<file path="src/sjfq_pkg.sv">
// shared types and codes for the shortest-job-first queue
package sjfq_pkg;

   // request kinds
   localparam logic ACT_INSERT = 1'b0;
   localparam logic ACT_REMOVE = 1'b1;

   // result status codes
   localparam logic [1:0] ST_DONE  = 2'd0;
   localparam logic [1:0] ST_FULL  = 2'd1;
   localparam logic [1:0] ST_EMPTY = 2'd2;

   // width of the reported occupancy field
   localparam int OCC_BITS = 6;

   // per-cycle update command broadcast to every slot cell
   typedef struct packed {
      logic insert_en;
      logic remove_en;
   } cell_ctrl_type;

endpackage

</file>
<file path="src/sjfq_cell.sv">
// one slot of the sorted queue: holds a job and picks its next value from its neighbours
module sjfq_cell import sjfq_pkg::*; #(
   parameter int LENGTH_BITS = 10,
   parameter int OWNER_BITS  = 8
) (
   input  logic                   clock,
   input  logic                   reset,
   input  cell_ctrl_type          ctrl,
   input  logic [LENGTH_BITS-1:0] new_length,
   input  logic [OWNER_BITS-1:0]  new_owner,
   input  logic                   prev_lt,
   input  logic [LENGTH_BITS-1:0] prev_length,
   input  logic [OWNER_BITS-1:0]  prev_owner,
   input  logic                   prev_valid,
   input  logic [LENGTH_BITS-1:0] next_length,
   input  logic [OWNER_BITS-1:0]  next_owner,
   input  logic                   next_valid,
   output logic [LENGTH_BITS-1:0] length,
   output logic [OWNER_BITS-1:0]  owner,
   output logic                   valid,
   output logic                   lt
);

   logic [LENGTH_BITS-1:0] length_ff, length_in;
   logic [OWNER_BITS-1:0]  owner_ff, owner_in;
   logic                   valid_ff, valid_in;

   // held job is strictly shorter than the incoming one: it stays ahead
   assign lt = valid_ff && (length_ff < new_length);

   always_comb begin
      length_in = length_ff;
      owner_in  = owner_ff;
      valid_in  = valid_ff;
      if (ctrl.remove_en) begin
         length_in = next_length;
         owner_in  = next_owner;
         valid_in  = next_valid;
      end else if (ctrl.insert_en && !lt) begin
         if (prev_lt) begin
            length_in = new_length;
            owner_in  = new_owner;
            valid_in  = 1'b1;
         end else begin
            length_in = prev_length;
            owner_in  = prev_owner;
            valid_in  = prev_valid;
         end
      end
   end

   always_ff @(posedge clock) begin
      length_ff <= length_in;
      owner_ff  <= owner_in;
      if (reset) begin
         valid_ff <= 1'b0;
      end else begin
         valid_ff <= valid_in;
      end
   end

   assign length = length_ff;
   assign owner  = owner_ff;
   assign valid  = valid_ff;

endmodule

</file>
<file path="src/shortest_job_first_queue_core.sv">
// top level of the shortest-job-first queue: request register, slot row, result register
//
// Usage: each request on the req_ channel either inserts a job (req_action insert,
// with req_job_length and req_job_owner) or removes the shortest held job. Jobs sit
// in a row of slot cells kept in ascending length order; among equal lengths the most
// recently inserted job leaves first. Every request yields exactly one response on the
// rsp_ channel carrying a status (done, full, empty), the removed job or zeros, and
// the number of jobs held afterwards.
// Path: a request accepted into the request register is worked on by the parallel
// compare and shift of all cells, and its response is loaded into the result register
// at the same edge as the slot row updates.
// Throughput: one request per cycle unless rsp_stall holds a response; the whole
// compare-and-shift of the slot row works in parallel, so requests wait only on rsp_stall.
// Reset: synchronous, clears all slot valid bits, the job count and both channel
// valids; the queue starts empty.
// Stall: while rsp_stall holds a response, the held request waits and req_stall
// rises; the queue contents do not change until the response is taken.
module shortest_job_first_queue_core import sjfq_pkg::*; #(
   parameter int QUEUE_DEPTH = 32,
   parameter int LENGTH_BITS = 10,
   parameter int OWNER_BITS  = 8
) (
   input  logic                   clock,
   input  logic                   reset,
   input  logic                   req_valid,
   output logic                   req_stall,
   input  logic                   req_action,
   input  logic [LENGTH_BITS-1:0] req_job_length,
   input  logic [OWNER_BITS-1:0]  req_job_owner,
   output logic                   rsp_valid,
   input  logic                   rsp_stall,
   output logic [1:0]             rsp_status,
   output logic [LENGTH_BITS-1:0] rsp_removed_length,
   output logic [OWNER_BITS-1:0]  rsp_removed_owner,
   output logic [OCC_BITS-1:0]    rsp_occupancy
);

   localparam int CNT_BITS = $clog2(QUEUE_DEPTH + 1);

   // request register
   logic                   s1_valid_ff, s1_valid_in;
   logic                   s1_action_ff;
   logic [LENGTH_BITS-1:0] s1_length_ff;
   logic [OWNER_BITS-1:0]  s1_owner_ff;

   // response register
   logic                   rsp_valid_ff, rsp_valid_in;
   logic [1:0]             rsp_status_ff, rsp_status_in;
   logic [LENGTH_BITS-1:0] rsp_length_ff, rsp_length_in;
   logic [OWNER_BITS-1:0]  rsp_owner_ff, rsp_owner_in;
   logic [OCC_BITS-1:0]    rsp_occ_ff, rsp_occ_in;

   logic [CNT_BITS-1:0]    count_ff, count_in;

   logic [LENGTH_BITS-1:0] slot_length [QUEUE_DEPTH];
   logic [OWNER_BITS-1:0]  slot_owner  [QUEUE_DEPTH];
   logic                   slot_valid  [QUEUE_DEPTH];
   logic                   slot_lt     [QUEUE_DEPTH];

   logic          advance;
   logic          fire;
   logic          full;
   logic          empty;
   cell_ctrl_type ctrl;

   assign advance   = !rsp_valid_ff || !rsp_stall;
   assign fire      = s1_valid_ff && advance;
   assign req_stall = s1_valid_ff && !advance;

   assign full  = slot_valid[QUEUE_DEPTH-1];
   assign empty = !slot_valid[0];

   assign ctrl.insert_en = fire && (s1_action_ff == ACT_INSERT) && !full;
   assign ctrl.remove_en = fire && (s1_action_ff == ACT_REMOVE) && !empty;

   genvar i;
   generate
      for (i = 0; i < QUEUE_DEPTH; i++) begin : g_slot
         logic                   p_lt;
         logic [LENGTH_BITS-1:0] p_length;
         logic [OWNER_BITS-1:0]  p_owner;
         logic                   p_valid;
         logic [LENGTH_BITS-1:0] n_length;
         logic [OWNER_BITS-1:0]  n_owner;
         logic                   n_valid;

         if (i == 0) begin : g_first
            // head slot always takes the new job unless it keeps its own
            assign p_lt     = 1'b1;
            assign p_length = '0;
            assign p_owner  = '0;
            assign p_valid  = 1'b0;
         end else begin : g_mid
            assign p_lt     = slot_lt[i-1];
            assign p_length = slot_length[i-1];
            assign p_owner  = slot_owner[i-1];
            assign p_valid  = slot_valid[i-1];
         end

         if (i == QUEUE_DEPTH - 1) begin : g_last
            assign n_length = '0;
            assign n_owner  = '0;
            assign n_valid  = 1'b0;
         end else begin : g_inner
            assign n_length = slot_length[i+1];
            assign n_owner  = slot_owner[i+1];
            assign n_valid  = slot_valid[i+1];
         end

         sjfq_cell #(
            .LENGTH_BITS (LENGTH_BITS),
            .OWNER_BITS  (OWNER_BITS)
         ) u_cell (
            .clock       (clock),
            .reset       (reset),
            .ctrl        (ctrl),
            .new_length  (s1_length_ff),
            .new_owner   (s1_owner_ff),
            .prev_lt     (p_lt),
            .prev_length (p_length),
            .prev_owner  (p_owner),
            .prev_valid  (p_valid),
            .next_length (n_length),
            .next_owner  (n_owner),
            .next_valid  (n_valid),
            .length      (slot_length[i]),
            .owner       (slot_owner[i]),
            .valid       (slot_valid[i]),
            .lt          (slot_lt[i])
         );
      end
   endgenerate

   always_comb begin
      s1_valid_in = s1_valid_ff;
      if (!req_stall) begin
         s1_valid_in = req_valid;
      end
   end

   always_comb begin
      count_in = count_ff;
      if (ctrl.insert_en) begin
         count_in = count_ff + CNT_BITS'(1);
      end else if (ctrl.remove_en) begin
         count_in = count_ff - CNT_BITS'(1);
      end
   end

   always_comb begin
      rsp_status_in = ST_DONE;
      rsp_length_in = '0;
      rsp_owner_in  = '0;
      if (s1_action_ff == ACT_INSERT) begin
         if (full) begin
            rsp_status_in = ST_FULL;
         end
      end else if (empty) begin
         rsp_status_in = ST_EMPTY;
      end else begin
         rsp_length_in = slot_length[0];
         rsp_owner_in  = slot_owner[0];
      end
      rsp_occ_in = OCC_BITS'(count_in);
   end

   always_comb begin
      rsp_valid_in = rsp_valid_ff;
      if (fire) begin
         rsp_valid_in = 1'b1;
      end else if (!rsp_stall) begin
         rsp_valid_in = 1'b0;
      end
   end

   always_ff @(posedge clock) begin
      if (req_valid && !req_stall) begin
         s1_action_ff <= req_action;
         s1_length_ff <= req_job_length;
         s1_owner_ff  <= req_job_owner;
      end
      if (fire) begin
         rsp_status_ff <= rsp_status_in;
         rsp_length_ff <= rsp_length_in;
         rsp_owner_ff  <= rsp_owner_in;
         rsp_occ_ff    <= rsp_occ_in;
      end
      if (reset) begin
         s1_valid_ff  <= 1'b0;
         rsp_valid_ff <= 1'b0;
         count_ff     <= '0;
      end else begin
         s1_valid_ff  <= s1_valid_in;
         rsp_valid_ff <= rsp_valid_in;
         count_ff     <= count_in;
      end
   end

   assign rsp_valid          = rsp_valid_ff;
   assign rsp_status         = rsp_status_ff;
   assign rsp_removed_length = rsp_length_ff;
   assign rsp_removed_owner  = rsp_owner_ff;
   assign rsp_occupancy      = rsp_occ_ff;

endmodule

</file>
<file path="config.mk">
export PLATFORM = sky130hd
export DESIGN_NAME = shortest_job_first_queue_core
export DESIGN_NICKNAME = d
export VERILOG_FILES = /design/src/sjfq_pkg.sv /design/src/sjfq_cell.sv /design/src/shortest_job_first_queue_core.sv
export SDC_FILE = /design/constraint.sdc
export NUM_CORES = 2
export LEC_CHECK = 0
export BUFFER_PORTS_ARGS = -buffer_cell sky130_fd_sc_hd__clkbuf_2
export CELL_PAD_IN_SITES_DETAIL_PLACEMENT = 1
export CELL_PAD_IN_SITES_GLOBAL_PLACEMENT = 1
export CORE_ASPECT_RATIO = 0.7
export CORE_MARGIN = 2
export CORE_UTILIZATION = 25
export CTS_CLUSTER_SIZE = 12
export DETAILED_ROUTE_END_ITERATION = 10
export PLACE_DENSITY = 0.52
export SETUP_SLACK_MARGIN = 0.4
export SLEW_MARGIN = 40
export SYNTH_ARGS = -nofsm -noshare
export SYNTH_HDL_FRONTEND = slang
export SYNTH_HIERARCHICAL = 1
export SYNTH_SLANG_ARGS = --single-unit
export TNS_END_PERCENT = 20
</file>
<file path="constraint.sdc">
create_clock -name clock -period 5.1 [get_ports clock]
set_input_delay 0.255 -clock clock [delete_from_list [all_inputs] [get_ports clock]]
set_output_delay 0.255 -clock clock [all_outputs]
set_load 0.05 [all_outputs]
</file>
==> results.sh <==
export IMPL_power_frac_clock=0.375
export IMPL_startpoint_type="flip-flop"
export IMPL_grt_usage=0.148
export IMPL_crit_path_end_kind="flip-flop"
export IMPL_worstRegToRegCells=11
export IMPL_relSlewSlack=0.476
export IMPL_rrSetupSlack_ps=1500
export IMPL_ys_warn_count=6
export IMPL_place_area_um2=43600
export IMPL_via_per_inst=4.79
export IMPL_die_x_um=485
export IMPL_hold_violations=0
export IMPL_avgRoutedWirePerCell_um=20.2
export IMPL_overflow=0
export IMPL_cts_buffers_inserted=75
export IMPL_post_cts_buffers=0
export IMPL_ctsResizeCount=0
export IMPL_seqPwrFrac=0.465
export IMPL_final_design_area_no_fill_um2=46200
export IMPL_drt_first_pass_iters=5
export IMPL_grt_max_degree=111
export IMPL_tightest_slew_ps=785
export IMPL_crit_end="g_slot[1].u_cell/length[5]$_DFFE_PP_"
export IMPL_hold_path_class="primary input to flip-flop"
export IMPL_p_leak_uw=0.0163
export IMPL_fin_skew_ps=34.9
export IMPL_final_setup_viol_count=0
export IMPL_num_rows=123
export IMPL_core_area_um2=161000
export IMPL_syn_to_final_growth_pct=14.1
export IMPL_grt_pass1_vias=30500
export IMPL_switchingPower_uw=4200
export IMPL_arrival_ps=4000
export IMPL_r2r_start="s1_length_ff[3]$_DFFE_PP_"
export IMPL_power_frac_comb=0.160
export IMPL_ant_nets=0
export IMPL_die_area_um2=165000
export IMPL_r2r_end="g_slot[1].u_cell/length[5]$_DFFE_PP_"
export IMPL_fmax_mhz=277
export IMPL_internal_power_uw=10300
export IMPL_drtIter0Drc=2076
export IMPL_status="finished clean"
export IMPL_antenna_found_initial=3
export IMPL_utilization=0.287
export IMPL_crit_path_start="s1_length_ff[3]$_DFFE_PP_"
export IMPL_totalWireLength_um=125000
export IMPL_numClockSinks=661
export IMPL_grt_pass1_wl_um=192000
export IMPL_vdd_drop_max_mv=0.207
export IMPL_syn_area_per_cell_um2=10.4
export IMPL_dpl_hpwl_um=86000
export IMPL_gp_congestion=0.761
export IMPL_finalMaxSlewViolations=0
export IMPL_hp_start="reset"
export IMPL_syn_inst=3910
export IMPL_rsz0062_at_grt="no"
export IMPL_clockRootBuffer="clkbuf_16"
export IMPL_clk_pin_slew_ps=60
export IMPL_syn_area_um2=40500
export IMPL_ios=51
export IMPL_clk_latency_ps=680
export IMPL_nNetsFinal=4294
export IMPL_setup_tns_ps=0
export IMPL_tritoncts="yes"
export IMPL_drcViolationCount=0
export IMPL_worstPathRequired_ps=5500
export IMPL_clock_path_buffers=3
export IMPL_fin_crit_sh=0.707
export IMPL_finalWorstSetupSlack_ps=1500
export IMPL_sw_frac_of_total=0.289
export IMPL_powerDensity_nw_per_um2=314
export IMPL_vias=29600
export IMPL_maxCapViolations=0
export IMPL_critical_path_class="flip-flop to flip-flop"
export IMPL_die_h_um=341
export IMPL_drive_above_1_share=0.0803
export IMPL_dp_slack_ps=1520
export IMPL_cp_max_fo=62
export IMPL_floorplan_initialDensity=0.252
export IMPL_finalCriticalPeriod_ps=3600
export IMPL_port_buffers=50
export IMPL_cts_max_level=3
-- power by group through the flow --
stage          logic, uW  clock network (uW)  registers [uW]
2_1_floorplan       1600                   0            6790
3_3_place_gp        2250                   0            6860
3_5_place_dp        2330                   0            6860
4_1_cts             2350                5640            6750
5_1_grt             2620                5800            6780
6_report            2330                5440            6740
-- metal layers --
| layer | vias up | track usage | share of wire |
|---|---|---|---|
| met5 | - | 0 | 0 |
| met4 | 0 | 0.0260 | 0.013 |
| met3 | 112 | 0.0199 | 0.035 |
| met2 | 415 | 0.198 | 0.38 |
| met1 | 14800 | 0.247 | 0.57 |
| li1 | 14200 | - | - |
-- sequential cells by signal, indices dropped and copies added (netlist names) --
register / flops
count_ff: 6
g_slot.u_cell/length: 320
g_slot.u_cell/owner: 256
g_slot.u_cell/valid: 32
rsp_occupancy: 6
rsp_removed_length: 10
rsp_removed_owner: 8
rsp_status: 2
rsp_valid: 1
s1_action_ff: 1
s1_length_ff: 10
s1_owner_ff: 8
s1_valid_ff: 1
-- placed cells by master (no fill, tap or decap), types with 35 or more instances in the layout --
cell type and instances:
edfxtp_1 621, o21ai_0 608, nand2_1 578, mux2i_1 576, inv_1 374, ha_1 290
nor2_1 136, a21oi_1 100, clkbuf_16 77, buf_4 61, clkbuf_2 49, dfxtp_1 39
conb_1 39, nand4_1 35
-- through the flow --
step	instances	hold WS, ps	power, uW
4_1_cts	6161	36.9	14700
3_5_place_dp	6007	435	9190
5_1_grt	6163	79.7	15200
2_1_floorplan	3947	321	8400
6_report	6165	79.6	14500
3_3_place_gp	6005	433	9110
-- how the worst min path moves through the flow --
| stage | end | slack [ps] | depth (start not counted) |
|---|---|---|---|
| CTS | s1_valid_ff$_SDFFE_PP0N_ | 40 | 2 |
| global placement | s1_length_ff[5]$_DFFE_PP_ | 430 | 1 |
| finish | s1_valid_ff$_SDFFE_PP0N_ | 80 | 2 |
| floorplan | g_slot[0].u_cell/valid$_SDFFE_PP0P_ | 320 | 1 |
| detailed placement | s1_length_ff[4]$_DFFE_PP_ | 430 | 1 |
| global route | rsp_valid$_SDFFE_PP0P_ | 80 | 2 |
-- worst max-delay path, stage by stage, from the launching register on --
cell and delay (ps):
edfxtp_1 420, buf_12 350, inv_1 90, ha_1 320, a211o_1 260, a21oi_1 110, o21ai_1 90, a2111o_1 420
inv_1 600, buf_4 300, mux2i_1 190, o21ai_0 90
-- layout make-up --
cell class                      instances  area, um2
Antenna cell                            3       7.51
Clock buffer                          107       2070
Clock inverter                         26        251
Fill cell                           18200     114000
Inverter                              386       1450
Multi-Input combinational cell       2702      18900
Sequential cell                       661      19400
Tap cell                             2125       2660
Timing Repair Buffer                  155       1390
-- what timing repair did --
action | CTS | global route
hold endpoints to repair | 21 | 0
setup endpoints to repair | 0 | 0
hold buffers | 21 | 0
Power figures use the tool's default switching activity.
